===== config.mk =====
export PLATFORM = sky130hd
export DESIGN_NAME = btm_front
export DESIGN_NICKNAME = d
export VERILOG_FILES = /design/src/design/btm_pkg.sv /design/src/design/btm_front.sv
export SDC_FILE = /design/constraint.sdc
export NUM_CORES = 1
export LEC_CHECK = 0
export BUFFER_PORTS_ARGS = -buffer_cell sky130_fd_sc_hd__buf_2
export CORE_ASPECT_RATIO = 1.2
export CORE_MARGIN = 10
export CORE_UTILIZATION = 59
export CTS_CLUSTER_DIAMETER = 30
export CTS_CLUSTER_SIZE = 14
export DETAILED_ROUTE_END_ITERATION = 12
export PLACE_DENSITY = 0.78
export SKIP_LAST_GASP = 1
export SYNTH_ARGS = -nofsm -noshare
export SYNTH_HDL_FRONTEND = slang
export SYNTH_SLANG_ARGS = --single-unit

===== constraint.sdc =====
create_clock -name clk -period 4.6 [get_ports clk]
set_input_delay 0.23 -clock clk [delete_from_list [all_inputs] [get_ports clk]]
set_output_delay 0.23 -clock clk [all_outputs]
set_load 0.02 [all_outputs]

===== src/design/btm_pkg.sv =====
// ----------------------------------------------------------------------------
// btm_pkg
// Shared types, codes and hash helpers for the bloom token membership test.
// ----------------------------------------------------------------------------
package btm_pkg;

  // Hash constants
  localparam logic [31:0] DJB_INIT  = 32'd5381;
  localparam logic [31:0] FNV_INIT  = 32'd2166136261;
  localparam logic [31:0] SDBM_INIT = 32'd0;

  // Masked index width: index_bits is four bits wide, so at most 15 index bits
  localparam int HIDX_W = 15;

  // Item action codes
  localparam logic ACT_LOAD  = 1'b0;
  localparam logic ACT_QUERY = 1'b1;

  // Configuration register indexes
  localparam logic [0:0] CFG_TOKENIZE   = 1'b0;
  localparam logic [0:0] CFG_INDEX_BITS = 1'b1;

  typedef struct packed {
    logic       action;
    logic [9:0] load_address;
    logic [7:0] load_data;
    logic [7:0] query_byte;
    logic       last;
  } in_item_t;

  typedef struct packed {
    logic possibly_present;
    logic whole_query_used;
  } out_item_t;

  typedef struct packed {
    logic       tokenize_mode;
    logic [3:0] index_bits;
  } cfg_t;

  typedef enum logic [1:0] {
    JOB_LOAD,
    JOB_TOKEN,
    JOB_END
  } job_kind_t;

  // One word of work for the back end
  typedef struct packed {
    job_kind_t               kind;
    logic                    whole;
    logic                    use_test;
    logic [2:0][HIDX_W-1:0]  idx;
    logic [9:0]              load_address;
    logic [7:0]              load_data;
  } job_t;

  typedef enum logic [2:0] {
    BK_IDLE,
    BK_RD0,
    BK_RD1,
    BK_RD2,
    BK_CHK,
    BK_FIN
  } bk_state_t;

  function automatic logic is_separator(input logic [7:0] c);
    return (c == 8'd32) || (c == 8'd34) || (c == 8'd58) || (c == 8'd10) ||
           (c == 8'd13) || (c == 8'd9)  || (c == 8'd44) || (c == 8'd123) ||
           (c == 8'd125) || (c == 8'd91) || (c == 8'd93);
  endfunction

  // h * 33 + c
  function automatic logic [31:0] upd_djb(input logic [31:0] h, input logic [7:0] c);
    return (h << 5) + h + {24'd0, c};
  endfunction

  // (h ^ c) * 16777619, prime taken apart as 2^24 + 2^8 + 2^7 + 2^4 + 2 + 1
  function automatic logic [31:0] upd_fnv(input logic [31:0] h, input logic [7:0] c);
    logic [31:0] x;
    x = h ^ {24'd0, c};
    return (x << 24) + (x << 8) + (x << 7) + (x << 4) + (x << 1) + x;
  endfunction

  // c + (h << 6) + (h << 16) - h
  function automatic logic [31:0] upd_sdbm(input logic [31:0] h, input logic [7:0] c);
    return {24'd0, c} + (h << 6) + (h << 16) - h;
  endfunction

  // Keep the low index_bits bits of a hash
  function automatic logic [HIDX_W-1:0] mask_index(input logic [31:0] h,
                                                   input logic [3:0] bits);
    logic [15:0] m;
    m = (16'd1 << bits) - 16'd1;
    return h[HIDX_W-1:0] & m[HIDX_W-1:0];
  endfunction

endpackage


===== src/design/btm_front.sv =====
// ----------------------------------------------------------------------------
// btm_front
// Front end: runs the token and whole-query hashes one byte per cycle while
// words are accepted, and turns loads, token ends and query ends into back end jobs.
// ----------------------------------------------------------------------------
module btm_front (
  input  logic              clk,
  input  logic              rst_n,
  input  btm_pkg::cfg_t     cfg,
  input  btm_pkg::in_item_t item,
  input  logic              accept,
  output btm_pkg::job_t     job,
  output logic              job_valid
);

  logic [31:0] tok_djb_r, tok_djb_nxt;
  logic [31:0] tok_fnv_r, tok_fnv_nxt;
  logic [31:0] tok_sdbm_r, tok_sdbm_nxt;
  logic [31:0] all_djb_r, all_djb_nxt;
  logic [31:0] all_fnv_r, all_fnv_nxt;
  logic [31:0] all_sdbm_r, all_sdbm_nxt;
  logic        inside_r, inside_nxt;
  logic        seen_r, seen_nxt;

  logic [31:0] w_djb, w_fnv, w_sdbm;
  logic [31:0] t_djb, t_fnv, t_sdbm;
  logic [31:0] c_djb, c_fnv, c_sdbm;
  logic        is_sep;
  logic        close_now;
  logic        seen_after;

  // Hash updates for the current byte
  always_comb begin
    w_djb      = btm_pkg::upd_djb(all_djb_r, item.query_byte);
    w_fnv      = btm_pkg::upd_fnv(all_fnv_r, item.query_byte);
    w_sdbm     = btm_pkg::upd_sdbm(all_sdbm_r, item.query_byte);
    t_djb      = btm_pkg::upd_djb(tok_djb_r, item.query_byte);
    t_fnv      = btm_pkg::upd_fnv(tok_fnv_r, item.query_byte);
    t_sdbm     = btm_pkg::upd_sdbm(tok_sdbm_r, item.query_byte);
    is_sep     = btm_pkg::is_separator(item.query_byte);
    // on a final byte the open token closes, with or without this byte
    close_now  = is_sep ? inside_r : 1'b1;
    seen_after = seen_r | close_now;
    c_djb      = is_sep ? tok_djb_r  : t_djb;
    c_fnv      = is_sep ? tok_fnv_r  : t_fnv;
    c_sdbm     = is_sep ? tok_sdbm_r : t_sdbm;
  end

  // Classify the item into a job
  always_comb begin
    job              = '0;
    job_valid        = 1'b0;
    job.load_address = item.load_address;
    job.load_data    = item.load_data;
    if (item.action == btm_pkg::ACT_LOAD) begin
      job.kind  = btm_pkg::JOB_LOAD;
      job_valid = 1'b1;
    end else if (item.last) begin
      job.kind  = btm_pkg::JOB_END;
      job_valid = 1'b1;
      if (cfg.tokenize_mode && seen_after) begin
        job.whole    = 1'b0;
        job.use_test = close_now;
        job.idx[0]   = btm_pkg::mask_index(c_djb, cfg.index_bits);
        job.idx[1]   = btm_pkg::mask_index(c_fnv, cfg.index_bits);
        job.idx[2]   = btm_pkg::mask_index(c_sdbm, cfg.index_bits);
      end else begin
        job.whole    = 1'b1;
        job.use_test = 1'b1;
        job.idx[0]   = btm_pkg::mask_index(w_djb, cfg.index_bits);
        job.idx[1]   = btm_pkg::mask_index(w_fnv, cfg.index_bits);
        job.idx[2]   = btm_pkg::mask_index(w_sdbm, cfg.index_bits);
      end
    end else if (is_sep && inside_r) begin
      job.kind     = btm_pkg::JOB_TOKEN;
      job.use_test = 1'b1;
      job_valid    = 1'b1;
      job.idx[0]   = btm_pkg::mask_index(tok_djb_r, cfg.index_bits);
      job.idx[1]   = btm_pkg::mask_index(tok_fnv_r, cfg.index_bits);
      job.idx[2]   = btm_pkg::mask_index(tok_sdbm_r, cfg.index_bits);
    end
  end

  // Advance the query state
  always_comb begin
    tok_djb_nxt  = tok_djb_r;
    tok_fnv_nxt  = tok_fnv_r;
    tok_sdbm_nxt = tok_sdbm_r;
    all_djb_nxt  = all_djb_r;
    all_fnv_nxt  = all_fnv_r;
    all_sdbm_nxt = all_sdbm_r;
    inside_nxt   = inside_r;
    seen_nxt     = seen_r;
    if (accept && item.action == btm_pkg::ACT_QUERY) begin
      if (item.last) begin
        // query done: start afresh
        tok_djb_nxt  = btm_pkg::DJB_INIT;
        tok_fnv_nxt  = btm_pkg::FNV_INIT;
        tok_sdbm_nxt = btm_pkg::SDBM_INIT;
        all_djb_nxt  = btm_pkg::DJB_INIT;
        all_fnv_nxt  = btm_pkg::FNV_INIT;
        all_sdbm_nxt = btm_pkg::SDBM_INIT;
        inside_nxt   = 1'b0;
        seen_nxt     = 1'b0;
      end else begin
        all_djb_nxt  = w_djb;
        all_fnv_nxt  = w_fnv;
        all_sdbm_nxt = w_sdbm;
        if (is_sep) begin
          if (inside_r) begin
            tok_djb_nxt  = btm_pkg::DJB_INIT;
            tok_fnv_nxt  = btm_pkg::FNV_INIT;
            tok_sdbm_nxt = btm_pkg::SDBM_INIT;
            inside_nxt   = 1'b0;
            seen_nxt     = 1'b1;
          end
        end else begin
          tok_djb_nxt  = t_djb;
          tok_fnv_nxt  = t_fnv;
          tok_sdbm_nxt = t_sdbm;
          inside_nxt   = 1'b1;
        end
      end
    end
  end

  always_ff @(posedge clk) begin
    if (!rst_n) begin
      tok_djb_r  <= btm_pkg::DJB_INIT;
      tok_fnv_r  <= btm_pkg::FNV_INIT;
      tok_sdbm_r <= btm_pkg::SDBM_INIT;
      all_djb_r  <= btm_pkg::DJB_INIT;
      all_fnv_r  <= btm_pkg::FNV_INIT;
      all_sdbm_r <= btm_pkg::SDBM_INIT;
      inside_r   <= 1'b0;
      seen_r     <= 1'b0;
    end else begin
      tok_djb_r  <= tok_djb_nxt;
      tok_fnv_r  <= tok_fnv_nxt;
      tok_sdbm_r <= tok_sdbm_nxt;
      all_djb_r  <= all_djb_nxt;
      all_fnv_r  <= all_fnv_nxt;
      all_sdbm_r <= all_sdbm_nxt;
      inside_r   <= inside_nxt;
      seen_r     <= seen_nxt;
    end
  end

endmodule


[After elaboration in Yosys (flattened, before gate mapping)]
Cells that the tools add are included.
Storage, ports and cells
  bits in registers: 194
  latch bits: 0
  memory bits (writable): 0
  memory bits (read-only): 0
  input port bits: 36
  output and inout bits: 68
  logic and storage cells: 103
  memories kept: 0
Cells by class
  add/subtract/negate cells: 21
  multiply operators: 0
  divide/modulo/power cells: 0
  magnitude comparators: 0
  eq/ne operators: 12
  shift operators: 1
  mux-type cells: 32
  bitwise gates (word level): 12
  reduce and logical (&&, ||, !) cells: 17
Operators by type and width (count)
  $add A32 B32 Y32: 14
  $mux W32: 12
  $and A15 B15 Y15: 9
  $mux W47: 2
  $mux W46: 2
  $add A32 B8 Y32: 2
  $add A8 B32 Y32: 2
  $sub A32 B32 Y32: 2
  $xor A32 B8 Y32: 2
  $mux W15: 3
  $eq A8 B6 Y1 const B: 4
  $eq A8 B7 Y1 const B: 4
  $eq A8 B4 Y1 const B: 3
  $shl A1 B4 Y15 const A: 1
  $sub A15 B1 Y15 const B: 1
  $mux W1: 11
  $logic_or A1 B1 Y1: 10
  $mux W2: 2
  $reduce_bool A2 Y1: 2
  $logic_and A1 B1 Y1: 3
  $ne A3 B3 Y1 const B: 1
  $reduce_and A3 Y1: 1
  $reduce_and A2 Y1: 1
  $or A1 B1 Y1: 1

[Logic depth before layout (Yosys ltp)]
  depth after elaboration: 17
  gate-level depth with buffers: 17
  gate-level depth less buffers: 16

[Worst setup path before layout]
No wires, ideal clock.
  path kind: reg2out
  from: register tok_fnv_r[2]
  to: output port job[46] (netlist name)
  arrival time: 3.966 ns
  required time: 4.370 ns
  path slack: 0.404 ns
  cell stages (with the launch flop): 14
  path buffers: 0
  cell sequence: dfxtp_1 > xor2_1 > fa_1 > fa_1 > inv_1 > fa_1 > inv_1 > ha_1 > or4_1 > o311ai_0 > o21ai_0 > xor2_1 > a22oi_1 > a21oi_1
RTL lines
  from (decl): line btm_front.sv:17  | logic [31:0] tok_fnv_r, tok_fnv_nxt;
  from (signal assigned): line btm_front.sv:130  | tok_fnv_r <= btm_pkg::FNV_INIT;
  from (signal assigned): line btm_front.sv:139  | tok_fnv_r <= tok_fnv_nxt;
  to (decl): line btm_front.sv:12  | output btm_pkg::job_t job,

==> summary.md <==
* chip width: 145 um
* site row count: 54
* Synth Area in Compound Gates: 21.3%
* busiest layer in global routing: met2
* mean post-synth cell area: 8.00 sq um
* Max Cap Viol: 0
* final core utilization: 67.0%
* relative contribution of the clock network to total power: 10.5%
* GRT Resource Usage Total: 28.6%
* number of enable flip-flop cells after synthesis: 0
* Sequential Power Share: 12.7%
* Psw: 3.95 mW
* post-synthesis async set-or-reset flop share: 0%
* first-pass GRT wire length: 56600 um
* Max rail drop VDD: 0.000643 V
* proportion of layout cells with a drive suffix above 1: 13.4%
* area of the mapped netlist: 11100 sq um
* layout overhead on the synthesized area: 10.7%
* static power due to leakage: 5.44 nW
* run status: finished clean
* largest family of logic cells by synthesized area: adder cells
* TNS Setup: 0 ns
* routability congestion estimate: 1.00
* setup slack of the critical path after layout: 0.140 ns
* worst setup skew after layout: 0.00761 ns
* overall die height: 170 um
* met1 usage: 32.4%
* Final Routed Wirelength: 36200 um
* Int Pwr: 4.15 mW
* number of CTS-inserted buffers: 9
* clock tree from TritonCTS: built
* clock transition at the registers of the reported paths: 0.07 ns
* Power Density: 657 nW/um^2
* net count after synthesis: 1644
* worst hold path type: input pin to register
* final hold violations: 0
* vias in the first global route: 10578
* unique cell type count in the Yosys netlist: 69
* Clock Sink Count: 92
* CTS Buffer Depth: 2
* flop and latch count out of synthesis: 92
* final instance count without filler cells: 1686
* GR met3 Demand/Resource: 5.65%
* total die area: 24800 sq um
* number of top-level pins: 104
* arrival time of the worst setup path: 4.23 ns
* Final Critical Period: 4.46 ns
* headroom to the max-slew limit: 27.0%
* timing-limited maximum frequency: 0.224 GHz
* post-route clock period utilization: 96.9%
* Initial Utilization: 60.6%
* core area: 18400 sq um
* most instantiated flip-flop cell in the synthesis netlist: sky130_fd_sc_hd__dfxtp_1
* Slew Limit Fails: 0
* Worst Setup End Kind: output pin
* Syn Inst Count: 1392
* setup repair after global routing missed its margin: true
* H-tree levels: 3
* Root Driver: sky130_fd_sc_hd__clkbuf_16
* share of cell area taken by muxes after synthesis: 0%
* largest net degree at the start of global routing: 55
* share of the synthesized netlist area taken by xor and xnor gates: 8.39%
* antenna violations before repair: 0
* Comb power frac: 76.8%
* Vias/cell: 6.29
* diodes inserted: 0
* actual transition at the worst max-transition pin: 1.09 ns
* DRT Pass-1 Iters: 5
* detailed-placement wirelength estimate: 27300 um
* sequential share of the synthesized area: 16.5%
* Post-Route Hold Slack: 0.431 ns
* worst slack at placement: 0.0692 ns
* area share of fa/ha/maj cells after synthesis: 28.2%
* drt initial violations: 1050
* Final setup viols: 0
* Post-DRT Antenna Nets: 0
* Crit Path Class: register to output pin
* net switching share of the total power: 48.8%
* Post-route DRC: 0
* post-DR wirelength/cell: 21.5 um
* number of placed instances, taps included: 1665
* critical path data required time: 4.37 ns
* routed vias: 10609
* kind of start point of the critical path: register
* warnings from Yosys: 0
* count of input and output buffers: 67
* clock latency on the worst-skew pair: 0.37 ns
* overall overflow remaining after global route: 0
* basic-gate share of the synthesized area counting and, or, nand and nor cells: 17.2%
* highest fanout seen on the critical path: 4
* met2 Resource Use GR: 47.8%
* final-stage net count: 1681
path summary, 6_finish.rpt:
kind	cells past startpoint	to	slack [ns]	start
setup reg to reg	17	tok_fnv_r[13]	0.76	tok_fnv_r[3]
hold / removal	4	seen_r	0.43	item[0]
setup / recovery	16	job[47]	0.14	tok_fnv_r[2]
hold reg to reg	2	all_sdbm_r[1]	0.47	all_sdbm_r[1]
synth_stat cells, types with 5 or more instances:
| cell | number | area share (%) |
|---|---|---|
| sky130_fd_sc_hd__or2_2 | 6 | 0.34 |
| sky130_fd_sc_hd__and3_1 | 5 | 0.28 |
| sky130_fd_sc_hd__a211oi_1 | 7 | 0.47 |
| sky130_fd_sc_hd__nand2_1 | 148 | 5.0 |
| sky130_fd_sc_hd__o21a_1 | 14 | 0.94 |
| sky130_fd_sc_hd__nor2b_1 | 57 | 3.2 |
| sky130_fd_sc_hd__and2_1 | 15 | 0.84 |
| sky130_fd_sc_hd__a21o_1 | 9 | 0.61 |
| sky130_fd_sc_hd__xor2_1 | 38 | 3.0 |
| sky130_fd_sc_hd__nand3_1 | 25 | 1.1 |
| sky130_fd_sc_hd__buf_4 | 20 | 1.3 |
| sky130_fd_sc_hd__o211ai_1 | 15 | 1.0 |
| sky130_fd_sc_hd__clkbuf_1 | 39 | 1.3 |
| sky130_fd_sc_hd__a311oi_1 | 19 | 1.5 |
| sky130_fd_sc_hd__a21oi_1 | 90 | 4.0 |
| sky130_fd_sc_hd__o22ai_1 | 24 | 1.3 |
| sky130_fd_sc_hd__o21ai_0 | 54 | 2.4 |
| sky130_fd_sc_hd__a22oi_1 | 44 | 3.0 |
| sky130_fd_sc_hd__nor3_1 | 30 | 1.3 |
| sky130_fd_sc_hd__a31oi_1 | 6 | 0.34 |
| sky130_fd_sc_hd__nor2_1 | 98 | 3.3 |
| sky130_fd_sc_hd__o21bai_1 | 6 | 0.40 |
| sky130_fd_sc_hd__a32o_1 | 7 | 0.63 |
| sky130_fd_sc_hd__dfxtp_1 | 92 | 17 |
| sky130_fd_sc_hd__nand2b_1 | 10 | 0.56 |
| sky130_fd_sc_hd__buf_2 | 16 | 0.72 |
| sky130_fd_sc_hd__ha_1 | 159 | 18 |
| sky130_fd_sc_hd__a21boi_0 | 10 | 0.67 |
| sky130_fd_sc_hd__xnor2_1 | 66 | 5.2 |
| sky130_fd_sc_hd__o31ai_1 | 5 | 0.34 |
| sky130_fd_sc_hd__inv_1 | 134 | 4.5 |
| sky130_fd_sc_hd__fa_1 | 57 | 10 |
| sky130_fd_sc_hd__nand3b_1 | 7 | 0.47 |
worst max-delay path, cell delays in order, from the launching register on:
cell	delay, ns
sky130_fd_sc_hd__dfxtp_4	0.36
sky130_fd_sc_hd__xor2_2	0.19
sky130_fd_sc_hd__fa_1	0.52
sky130_fd_sc_hd__fa_1	0.51
sky130_fd_sc_hd__inv_1	0.06
sky130_fd_sc_hd__fa_1	0.52
sky130_fd_sc_hd__inv_1	0.06
sky130_fd_sc_hd__ha_4	0.24
sky130_fd_sc_hd__or2_2	0.31
sky130_fd_sc_hd__a21oi_2	0.15
sky130_fd_sc_hd__a31oi_2	0.07
sky130_fd_sc_hd__a31oi_1	0.19
sky130_fd_sc_hd__xnor2_1	0.18
sky130_fd_sc_hd__nand3_1	0.11
sky130_fd_sc_hd__o311ai_1	0.10
sky130_fd_sc_hd__nand2_1	0.10
sky130_fd_sc_hd__buf_4	0.17
cell type report:
cell class	instances	area, sq um
well taps	252	315
flip-flops and latches	92	1860
inverters	135	507
multi-input cells	1086	8680
clock inverters	6	87.6
repair buffers	105	637
clock buffers	10	229
fillers	1573	6060
routing by layer:
metal | up-vias | part of all wire (%)
li1 | 4904 | -
met1 | 5019 | 37
met2 | 542 | 47
met3 | 144 | 8.4
met4 | 0 | 7.6
met5 | - | 0
placed cells by master (no fill, tap or decap), types with 14 or more instances in the layout:
cell / netlist / routed
sky130_fd_sc_hd__o211ai_1: 15 / 15
sky130_fd_sc_hd__and2_1: 15 / 15
sky130_fd_sc_hd__nor2b_1: 57 / 55
sky130_fd_sc_hd__ha_1: 159 / 151
sky130_fd_sc_hd__nand2_1: 148 / 148
sky130_fd_sc_hd__o22ai_1: 24 / 24
sky130_fd_sc_hd__buf_2: 16 / 62
sky130_fd_sc_hd__o21ai_0: 54 / 48
sky130_fd_sc_hd__a22oi_1: 44 / 44
sky130_fd_sc_hd__xnor2_1: 66 / 60
sky130_fd_sc_hd__xor2_1: 38 / 30
sky130_fd_sc_hd__a311oi_1: 19 / 19
sky130_fd_sc_hd__fa_1: 57 / 56
sky130_fd_sc_hd__inv_1: 134 / 132
sky130_fd_sc_hd__o21a_1: 14 / 14
sky130_fd_sc_hd__nand3_1: 25 / 25
sky130_fd_sc_hd__nor2_1: 98 / 96
sky130_fd_sc_hd__buf_4: 20 / 42
sky130_fd_sc_hd__dfxtp_1: 92 / 80
sky130_fd_sc_hd__nor3_1: 30 / 30
sky130_fd_sc_hd__a21oi_1: 90 / 85
metrics by stage:
stage               total power [mW]  area, sq um
floorplan                       5.19        11100
global placement                6.29        11600
detailed placement              6.43        11600
CTS                             7.32        12000
global route                    8.79        12300
finish                          8.10        12300
sequential cells by signal (all words and copies together) (netlist names):
name	count
all_djb_r	15
all_fnv_r	15
all_sdbm_r	15
inside_r	1
seen_r	1
tok_djb_r	15
tok_fnv_r	15
tok_sdbm_r	15
power by group through the flow:
stage	logic [mW]	clock network [mW]	registers (mW)
2_1_floorplan	4.20	0	0.989
3_3_place_gp	5.26	0	1.03
3_5_place_dp	5.39	0	1.04
4_1_cts	5.45	0.846	1.02
5_1_grt	6.88	0.868	1.04
6_report	6.22	0.847	1.03
timing repair:
item,in CTS,in global routing
endpoints found under the setup margin,6,7
buffers inserted,2,3
hold buffers,0,0
gates resized for setup,13,61
pin swaps,2,25
kinds of logic (layout without fill, tap and decap cells):
group,Yosys count,count (layout)
AND/OR/NAND/NOR,412,412
flip-flops,92,92
adder cells (fa/ha/maj),217,217
AO/OA/AOI/OAI,352,352
buffers and inverters,214,256
XOR/XNOR,105,105
No activity file was read; power rests on OpenSTA's default activity.
